<file path="config.mk">
export PLATFORM = sky130hd
export DESIGN_NAME = nearest_within_radius_selector
export DESIGN_NICKNAME = d
export VERILOG_FILES = /design/src/hdl/nwrs_pkg.sv /design/src/hdl/nwrs_cfg.sv /design/src/hdl/nwrs_insert.sv /design/src/hdl/nwrs_drain.sv /design/src/hdl/nearest_within_radius_selector.sv
export SDC_FILE = /design/constraint.sdc
export NUM_CORES = 2
export LEC_CHECK = 0
export BUFFER_PORTS_ARGS = -buffer_cell sky130_fd_sc_hd__buf_2
export CAP_MARGIN = 5
export CORE_ASPECT_RATIO = 0.9
export CORE_MARGIN = 2
export CORE_UTILIZATION = 45
export CTS_CLUSTER_DIAMETER = 120
export DETAILED_ROUTE_END_ITERATION = 7
export SYNTH_ARGS = -nofsm -noshare
export SYNTH_HDL_FRONTEND = slang
export SYNTH_SLANG_ARGS = --single-unit
</file>
<file path="constraint.sdc">
create_clock -name clk -period 23.6 [get_ports clk]
set_input_delay 1.18 -clock clk [delete_from_list [all_inputs] [get_ports clk]]
set_output_delay 1.18 -clock clk [all_outputs]
set_load 0.01 [all_outputs]
</file>
<file path="src/hdl/nwrs_pkg.sv">
`default_nettype none

package nwrs_pkg;

    // List geometry and index masking
    localparam int LIST_DEPTH = 16;
    localparam int INDEX_BITS = 16;
    localparam int CNT_W      = $clog2(LIST_DEPTH + 1);

    localparam logic [15:0] IDX_MASK = (INDEX_BITS >= 16) ? 16'hFFFF
                                     : 16'((17'd1 << INDEX_BITS) - 17'd1);

    // Register map: byte address 4*index, index taken from paddr[2]
    localparam logic REG_RADIUS    = 1'b0;
    localparam logic REG_MAX_CONNS = 1'b1;

    localparam int IN_TDATA_W  = 72;
    localparam int OUT_TDATA_W = 72;

    typedef struct packed {
        logic [15:0] dest;
        logic [31:0] distance;
        logic [1:0]  link_type;
    } entry_t;

    // Hand-over of a finished list from the insertion stage to the drain
    typedef struct packed {
        logic             load;
        logic [15:0]      src;
        logic [CNT_W-1:0] count;
    } flush_t;

endpackage

`default_nettype wire

</file>
<file path="src/hdl/nwrs_cfg.sv">
`default_nettype none

module nwrs_cfg
    import nwrs_pkg::*;
(
    input  wire logic        clk,
    input  wire logic        rst_n,
    input  wire logic        psel,
    input  wire logic        penable,
    input  wire logic        pwrite,
    input  wire logic [2:0]  paddr,
    input  wire logic [31:0] pwdata,
    output logic [31:0]      prdata,
    output logic             pready,
    output logic [31:0]      radius_threshold,
    output logic [4:0]       max_conns
);

    logic [31:0] radius_threshold_reg;
    logic [4:0]  max_conns_reg;
    logic        wr_en;

    assign pready = 1'b1;
    assign wr_en  = psel && penable && pwrite && pready;

    always_ff @(posedge clk or negedge rst_n)
    begin
        if (!rst_n)
        begin
            radius_threshold_reg <= '0;
            max_conns_reg        <= '0;
        end
        else if (wr_en)
        begin
            unique case (paddr[2])
                REG_RADIUS:    radius_threshold_reg <= pwdata;
                REG_MAX_CONNS: max_conns_reg        <= pwdata[4:0];
                default:       ;
            endcase
        end
    end

    always_comb
    begin
        unique case (paddr[2])
            REG_RADIUS:    prdata = radius_threshold_reg;
            REG_MAX_CONNS: prdata = {27'd0, max_conns_reg};
            default:       prdata = '0;
        endcase
    end

    assign radius_threshold = radius_threshold_reg;
    assign max_conns        = max_conns_reg;

endmodule

`default_nettype wire

</file>
<file path="src/hdl/nwrs_insert.sv">
`default_nettype none

module nwrs_insert
    import nwrs_pkg::*;
(
    input  wire logic                   clk,
    input  wire logic                   rst_n,
    input  wire logic                   in_valid,
    input  wire logic [15:0]            in_src,
    input  wire logic [15:0]            in_dest,
    input  wire logic [31:0]            in_dist,
    input  wire logic [1:0]             in_type,
    input  wire logic                   in_last,
    output logic                        in_ready,
    input  wire logic [31:0]            radius_threshold,
    input  wire logic [4:0]             max_conns,
    input  wire logic                   drain_idle,
    output flush_t                      flush,
    output entry_t                      flush_list [LIST_DEPTH]
);

    logic             in_valid_reg;
    logic [15:0]      in_src_reg;
    logic [15:0]      in_dest_reg;
    logic [31:0]      in_dist_reg;
    logic [1:0]       in_type_reg;
    logic             in_last_reg;

    entry_t           list_reg  [LIST_DEPTH];
    entry_t           list_next [LIST_DEPTH];
    logic [CNT_W-1:0] kept_count_reg;
    logic [CNT_W-1:0] kept_count_next;

    logic             adv;
    logic [7:0]       mc_wide;
    logic [CNT_W-1:0] cap;
    logic [CNT_W-1:0] cnt_eff;
    logic [CNT_W-1:0] count_next;
    logic [LIST_DEPTH-1:0] le;
    logic [LIST_DEPTH-1:0] cap_mask;
    logic [15:0]      src_m;
    logic [15:0]      dest_m;
    logic             link_ok;
    logic             take;
    entry_t           new_entry;

    // Advance the held item unless it closes a list and the drain is busy
    assign adv      = in_valid_reg && (!in_last_reg || drain_idle);
    assign in_ready = !in_valid_reg || adv;

    always_ff @(posedge clk or negedge rst_n)
    begin
        if (!rst_n)
        begin
            in_valid_reg <= 1'b0;
        end
        else if (in_ready)
        begin
            in_valid_reg <= in_valid;
        end
    end

    always_ff @(posedge clk)
    begin
        if (in_valid && in_ready)
        begin
            in_src_reg  <= in_src;
            in_dest_reg <= in_dest;
            in_dist_reg <= in_dist;
            in_type_reg <= in_type;
            in_last_reg <= in_last;
        end
    end

    assign mc_wide = 8'(max_conns);
    assign cap     = (mc_wide > 8'(LIST_DEPTH)) ? CNT_W'(LIST_DEPTH) : CNT_W'(mc_wide);
    assign cnt_eff = (kept_count_reg > cap) ? cap : kept_count_reg;

    assign src_m   = in_src_reg & IDX_MASK;
    assign dest_m  = in_dest_reg & IDX_MASK;
    assign link_ok = (src_m != dest_m) && (in_dist_reg <= radius_threshold);

    assign new_entry.dest      = dest_m;
    assign new_entry.distance  = in_dist_reg;
    assign new_entry.link_type = in_type_reg;

    // le is a thermometer: kept entries that rank ahead of the newcomer
    always_comb
    begin
        for (int i = 0; i < LIST_DEPTH; i++)
        begin
            le[i]       = (CNT_W'(i) < cnt_eff) && (list_reg[i].distance <= in_dist_reg);
            cap_mask[i] = (CNT_W'(i) < cap);
        end
    end

    assign take       = link_ok && (|(~le & cap_mask));
    assign count_next = (take && (cnt_eff < cap)) ? cnt_eff + 1'b1 : cnt_eff;

    always_comb
    begin
        if (!take || le[0])
            list_next[0] = list_reg[0];
        else
            list_next[0] = new_entry;
        for (int i = 1; i < LIST_DEPTH; i++)
        begin
            if (!take || le[i])
                list_next[i] = list_reg[i];
            else if (le[i-1])
                list_next[i] = new_entry;
            else
                list_next[i] = list_reg[i-1];
        end
    end

    assign kept_count_next = in_last_reg ? '0 : count_next;

    always_ff @(posedge clk or negedge rst_n)
    begin
        if (!rst_n)
        begin
            kept_count_reg <= '0;
        end
        else if (adv)
        begin
            kept_count_reg <= kept_count_next;
        end
    end

    always_ff @(posedge clk)
    begin
        if (adv)
        begin
            list_reg <= list_next;
        end
    end

    assign flush.load  = adv && in_last_reg;
    assign flush.src   = src_m;
    assign flush.count = count_next;
    assign flush_list  = list_next;

    a_count_bound: assert property (@(posedge clk) disable iff (!rst_n)
        kept_count_reg <= CNT_W'(LIST_DEPTH))
        else $error("kept count beyond list depth");

    a_clear_on_last: assert property (@(posedge clk) disable iff (!rst_n)
        (adv && in_last_reg) |=> (kept_count_reg == '0))
        else $error("list not cleared after closing item");

    a_count_within_cap: assert property (@(posedge clk) disable iff (!rst_n)
        flush.load |-> (flush.count <= cap))
        else $error("flushed count exceeds limit");

endmodule

`default_nettype wire

</file>
<file path="src/hdl/nwrs_drain.sv">
`default_nettype none

module nwrs_drain
    import nwrs_pkg::*;
(
    input  wire logic        clk,
    input  wire logic        rst_n,
    input  wire flush_t      flush,
    input  wire entry_t      flush_list [LIST_DEPTH],
    output logic             drain_idle,
    output logic             out_valid,
    input  wire logic        out_ready,
    output logic [15:0]      out_source,
    output logic [15:0]      out_dest,
    output logic [1:0]       out_type,
    output logic [31:0]      out_distance,
    output logic             empty_flag,
    output logic             last_result
);

    entry_t           drain_list_reg [LIST_DEPTH];
    logic [CNT_W-1:0] drain_left_reg;
    logic             drain_empty_reg;
    logic [15:0]      drain_src_reg;

    logic             out_valid_reg;
    logic [15:0]      out_source_reg;
    logic [15:0]      out_dest_reg;
    logic [1:0]       out_type_reg;
    logic [31:0]      out_distance_reg;
    logic             empty_flag_reg;
    logic             last_result_reg;

    logic             load_out;

    assign drain_idle = (drain_left_reg == '0);
    assign load_out   = !drain_idle && (!out_valid_reg || out_ready);

    always_ff @(posedge clk or negedge rst_n)
    begin
        if (!rst_n)
        begin
            drain_left_reg  <= '0;
            drain_empty_reg <= 1'b0;
            out_valid_reg   <= 1'b0;
        end
        else
        begin
            if (flush.load)
            begin
                drain_left_reg  <= (flush.count == '0) ? CNT_W'(1) : flush.count;
                drain_empty_reg <= (flush.count == '0);
            end
            else if (load_out)
            begin
                drain_left_reg <= drain_left_reg - 1'b1;
            end

            if (load_out)
                out_valid_reg <= 1'b1;
            else if (out_ready)
                out_valid_reg <= 1'b0;
        end
    end

    always_ff @(posedge clk)
    begin
        if (flush.load)
        begin
            drain_list_reg <= flush_list;
            drain_src_reg  <= flush.src;
        end
        else if (load_out)
        begin
            for (int i = 0; i < LIST_DEPTH - 1; i++)
                drain_list_reg[i] <= drain_list_reg[i+1];
        end

        if (load_out)
        begin
            if (drain_empty_reg)
            begin
                out_source_reg   <= '0;
                out_dest_reg     <= '0;
                out_type_reg     <= '0;
                out_distance_reg <= '0;
            end
            else
            begin
                out_source_reg   <= drain_src_reg;
                out_dest_reg     <= drain_list_reg[0].dest;
                out_type_reg     <= drain_list_reg[0].link_type;
                out_distance_reg <= drain_list_reg[0].distance;
            end
            empty_flag_reg  <= drain_empty_reg;
            last_result_reg <= (drain_left_reg == CNT_W'(1));
        end
    end

    assign out_valid    = out_valid_reg;
    assign out_source   = out_source_reg;
    assign out_dest     = out_dest_reg;
    assign out_type     = out_type_reg;
    assign out_distance = out_distance_reg;
    assign empty_flag   = empty_flag_reg;
    assign last_result  = last_result_reg;

    a_flush_when_idle: assert property (@(posedge clk) disable iff (!rst_n)
        flush.load |-> drain_idle)
        else $error("list handed over while drain busy");

    a_empty_is_last: assert property (@(posedge clk) disable iff (!rst_n)
        (out_valid_reg && empty_flag_reg) |-> last_result_reg)
        else $error("empty result not marked last");

endmodule

`default_nettype wire

</file>
<file path="src/hdl/nearest_within_radius_selector.sv">
`default_nettype none

// Channel    | Dir | Handshake                 | Payload
// -----------+-----+---------------------------+------------------------------------------
// s_axis     | in  | s_tvalid / s_tready       | s_tdata: source_index, dest_index,
//            |     |                           |   distance, link_type; s_tlast: last_candidate
// m_axis     | out | m_tvalid / m_tready       | m_tdata: out_source, out_dest, out_type,
//            |     |                           |   out_distance; m_tuser: empty_flag;
//            |     |                           |   m_tlast: last_result
// apb        | in  | psel, penable, pready     | 0x0 radius_threshold, 0x4 max_conns
//
// Flow: one candidate per cycle, unless a closing candidate waits, through an input register
//   and a parallel compare-and-shift insertion into the sorted list; results of a closed list
//   pass through the drain buffer into the output register.
// A closing candidate waits in the input register until the drain buffer has
//   handed out every result of the previous source.
// Reset clears handshake state, kept count and configuration registers; list contents are not reset.
// Stalls on m_tready hold the output register and back up through the drain buffer.

module nearest_within_radius_selector
    import nwrs_pkg::*;
(
    input  wire logic                   clk,
    input  wire logic                   rst_n,

    input  wire logic                   s_tvalid,
    output logic                        s_tready,
    // [15:0] source_index, [31:16] dest_index, [63:32] distance,
    // [65:64] link_type, [71:66] zero
    input  wire logic [IN_TDATA_W-1:0]  s_tdata,
    input  wire logic                   s_tlast,

    output logic                        m_tvalid,
    input  wire logic                   m_tready,
    // [15:0] out_source, [31:16] out_dest, [33:32] out_type,
    // [65:34] out_distance, [71:66] zero
    output logic [OUT_TDATA_W-1:0]      m_tdata,
    // [0] empty_flag
    output logic                        m_tuser,
    output logic                        m_tlast,

    input  wire logic                   psel,
    input  wire logic                   penable,
    input  wire logic                   pwrite,
    input  wire logic [2:0]             paddr,
    input  wire logic [31:0]            pwdata,
    output logic [31:0]                 prdata,
    output logic                        pready
);

    logic [31:0] radius_threshold;
    logic [4:0]  max_conns;
    logic        drain_idle;
    flush_t      flush;
    entry_t      flush_list [LIST_DEPTH];

    logic [15:0] out_source;
    logic [15:0] out_dest;
    logic [1:0]  out_type;
    logic [31:0] out_distance;

    // Hold configuration; the user must write it only while no item is in flight (not enforced here)
    nwrs_cfg u_cfg (
        .clk              (clk),
        .rst_n            (rst_n),
        .psel             (psel),
        .penable          (penable),
        .pwrite           (pwrite),
        .paddr            (paddr),
        .pwdata           (pwdata),
        .prdata           (prdata),
        .pready           (pready),
        .radius_threshold (radius_threshold),
        .max_conns        (max_conns)
    );

    // Register the candidate, filter it, and insert it into the sorted list
    nwrs_insert u_insert (
        .clk              (clk),
        .rst_n            (rst_n),
        .in_valid         (s_tvalid),
        .in_src           (s_tdata[15:0]),
        .in_dest          (s_tdata[31:16]),
        .in_dist          (s_tdata[63:32]),
        .in_type          (s_tdata[65:64]),
        .in_last          (s_tlast),
        .in_ready         (s_tready),
        .radius_threshold (radius_threshold),
        .max_conns        (max_conns),
        .drain_idle       (drain_idle),
        .flush            (flush),
        .flush_list       (flush_list)
    );

    // Drain the closed list one item per cycle, while m_tready does not stall, into the output register
    nwrs_drain u_drain (
        .clk          (clk),
        .rst_n        (rst_n),
        .flush        (flush),
        .flush_list   (flush_list),
        .drain_idle   (drain_idle),
        .out_valid    (m_tvalid),
        .out_ready    (m_tready),
        .out_source   (out_source),
        .out_dest     (out_dest),
        .out_type     (out_type),
        .out_distance (out_distance),
        .empty_flag   (m_tuser),
        .last_result  (m_tlast)
    );

    assign m_tdata = {6'd0, out_distance, out_type, out_dest, out_source};

endmodule

`default_nettype wire
</file>
==> results.py <==
metrics = {
    "outcome": {
        "status": "complete, no violations",
    },
    "logic_synthesis": {
        "ys_top_cells_by_area": "edfxtp_1 (55%), mux2_2 (17%), ha_1 (7.2%)",
        "postSynthAreaPerCell_um2": 14.3,
        "synthMuxAreaShare_pct": 23.8,
        "synth-simple-area-share_pct": 4.86,
        "synthFlopType": "edfxtp_1",
        "synth_edf_count": 1751,
        "synth_seq_cells": 1801,
        "synth_top_family_by_area": "multiplexers",
        "yosys.cell_count.top_type": "edfxtp_1",
        "ys_seq_area_share_pct": 56.1,
        "yosysWarningCount": 0,
        "async_reset_ff_share_pct": 2.78,
        "synth_compound_area_share_pct": 5.52,
        "synthXorXnorAreaFrac_pct": 0.201,
        "netlist.area_leader.share_pct": 54.8,
        "synth_top_cell_by_area": "edfxtp_1",
        "ys_types": 85,
        "syn_area_um2": 96000,
        "synth_commonest_cells": "edfxtp_1 (1751), mux2_2 (1485), ha_1 (556)",
        "synth_fa_ha_area_share_pct": 7.25,
        "syn_inst": 6694,
    },
    "drt": {
        "wl_per_cell_um": 25.7,
        "drc": 0,
        "vias": 56439,
        "drt-initial-drc-count": 4599,
        "drt_pre_antenna_iters": 5,
        "ant_nets": 0,
        "vias_per_cell": 5.69,
        "wl_um": 255000,
    },
    "die": {
        "die_h_um": 442,
        "rows": 160,
        "core_um2": 212000,
        "num_io_pins": 224,
        "initial_utilization_pct": 45.4,
        "die_area_um2": 217000,
        "die-width_um": 491,
    },
    "layout": {
        "final_util_pct": 50.4,
        "drive_above_1_share_pct": 32.8,
        "nets": 7589,
        "area_growth_pct": 11.1,
    },
    "sta": {
        "worstMarginPinSlew_ns": 1.37,
        "finalHoldViolCount": 0,
        "slew_violations": 0,
        "fin_crit_ns": 8.88,
        "setup_violations": 0,
        "fin_tns_setup_ns": 0,
        "skew_ns": 0.0334,
        "fmax_ghz": 0.113,
        "max_slew_margin_pct": 6.27,
        "final.period_utilization_pct": 37.6,
        "rsz0062_at_grt": "false",
        "worst_hold_slack_ns": 0.473,
    },
    "worst_setup_path": {
        "reg2reg_slack_ns": 14.72,
        "startpoint": "u_cfg.max_conns[4]$_DFFE_PN0P_",
        "r2r-end": "u_drain.drain_list_reg[782]$_DFFE_PP_",
        "arrival_ns": 9.46,
        "path_class": "reg2reg",
        "crit_path_max_fanout": 68,
        "cp.required_ns": 24.18,
        "reg2reg_depth": 18,
        "endpoint_kind": "register",
        "reg2reg_from": "u_cfg.max_conns[4]$_DFFE_PN0P_",
        "crit_end": "u_drain.drain_list_reg[782]$_DFFE_PP_",
        "critPathLaunchType": "register",
    },
    "power": {
        "p_leak_nw": 39.3,
        "power_density_nw_per_um2": 145,
        "vdd_drop_max_mv": 0.153,
        "finalPower_mw": 15.5,
    },
    "place": {
        "io_buffers": 208,
        "gp_congestion": 0.879,
        "hpwl_um": 170000,
    },
    "clock_tree": {
        "cts_tree": "built",
        "cts_buffers": 198,
        "worstSkewPairLatency_ns": 0.84,
        "clock_path_buffers": 3,
        "cts-resized-gates": 0,
        "hold_buffers": 0,
        "root_buffer": "clkbuf_16",
        "clk_pin_slew_worst_paths_ns": 0.06,
        "clock-sinks": 1801,
        "postCtsSetupBuffers": 0,
        "htreeDepth": 4,
    },
    "min_path": {
        "hold_class": "reg2reg",
    },
    "grt": {
        "grt_pass1_vias": 57737,
        "overflow": 0,
        "grt_max_degree": 152,
        "antenna_found_initial": 8,
        "grt_usage_pct": 23.0,
        "grt_pass1_wl_um": 380000,
    },
    "run": {
        "maxCapViolCount": 0,
    },
}
critical path, stage by stage, from the launching register on:
cell,delay [ns]
dfrtp_1,0.65
inv_1,0.46
nand2_1,0.33
ha_1,0.39
nand4_1,0.12
or2_1,0.30
a21o_1,0.44
a221oi_1,0.65
nand2_1,0.44
nand4_1,0.27
buf_4,0.41
a22oi_1,0.15
and4_1,0.21
or4b_4,0.76
buf_4,0.77
nand3b_4,0.74
buf_4,0.57
mux2_1,0.43
mux2_2,0.29
cell type report:
| type | instances | area [um2] |
|---|---|---|
| Antenna cell | 4 | 10.0 |
| Clock buffer | 258 | 5270 |
| Clock inverter | 107 | 1040 |
| Fill cell | 18010 | 105000 |
| Inverter | 112 | 438 |
| Multi-Input combinational cell | 4437 | 40200 |
| Sequential cell | 1801 | 53800 |
| Tap cell | 2835 | 3550 |
| Timing Repair Buffer | 368 | 2290 |
per-stage QoR:
stage	setup WS, ns	instances	area [um2]
4_1_cts	14.92	9918	107000
3_5_place_dp	14.94	9553	100000
5_1_grt	14.54	9918	107000
2_1_floorplan	4.87	6699	96000
3_3_place_gp	15.02	9553	100000
6_report	14.72	9922	107000
per-layer routing:
metal  routed length (um)  vias up  global-route usage [%]
met5                   13        -                       0
met4                 6130        2                    5.97
met3                13300      339                    3.64
met2               115000     1394                    35.8
met1               120000    28222                    33.5
li1                     -    26482                       -
power breakdown:
| group | internal, mW | switching (mW) | leakage, nW |
|---|---|---|---|
| Sequential | 5.24 | 0.598 | 17.5 |
| Clock | 1.74 | 1.32 | 3.07 |
| Combinational | 2.96 | 3.62 | 18.7 |
| Total | 9.94 | 5.55 | 39.3 |
cells in the final DEF, fill, tap and decap left out, types with 33 or more instances in the layout:
master     instances
buf_2            207
edfxtp_1        1751
mux2_1           304
nand4_1          119
a31oi_1           56
mux2i_1           60
mux2_4           138
a21o_1            53
nand3_1           58
mux2_2          1485
clkinv_2          33
clkinv_1          68
inv_1             77
ha_1             556
clkbuf_16        199
nor2_1           172
dfrtp_1           49
o21ai_0          318
nand2_1          375
buf_4            157
a21oi_1          333
nor2b_1           85
clkbuf_1          52
how the worst min path moves through the flow:
stage	endpoint	start	slack, ns	cells after the start
after floorplan	u_drain.drain_src_reg[0]$_DFFE_PP_	u_insert.in_src_reg[0]$_DFFE_PP_	0.45	0
after global placement	u_drain.drain_src_reg[13]$_DFFE_PP_	u_insert.in_src_reg[13]$_DFFE_PP_	0.45	0
after detailed placement	u_drain.drain_src_reg[12]$_DFFE_PP_	u_insert.in_src_reg[12]$_DFFE_PP_	0.46	0
after CTS	u_cfg.radius_threshold[3]$_DFFE_PN0P_	rst_n	0.45	1
after global routing	u_insert.in_src_reg[4]$_DFFE_PP_	s_tdata[4]	0.46	1
final	u_drain.drain_src_reg[12]$_DFFE_PP_	u_insert.in_src_reg[12]$_DFFE_PP_	0.47	0
cells by family (layout without fill, tap and decap cells):
group,after synthesis,after routing
fa+ha+maj,556,556
compound gates,915,915
mux,1987,1987
buf+inv,461,845
flops,1801,1801
other cells,2,11
simple gates,950,950
xor+xnor,22,22
Power figures use the tool's default switching activity.
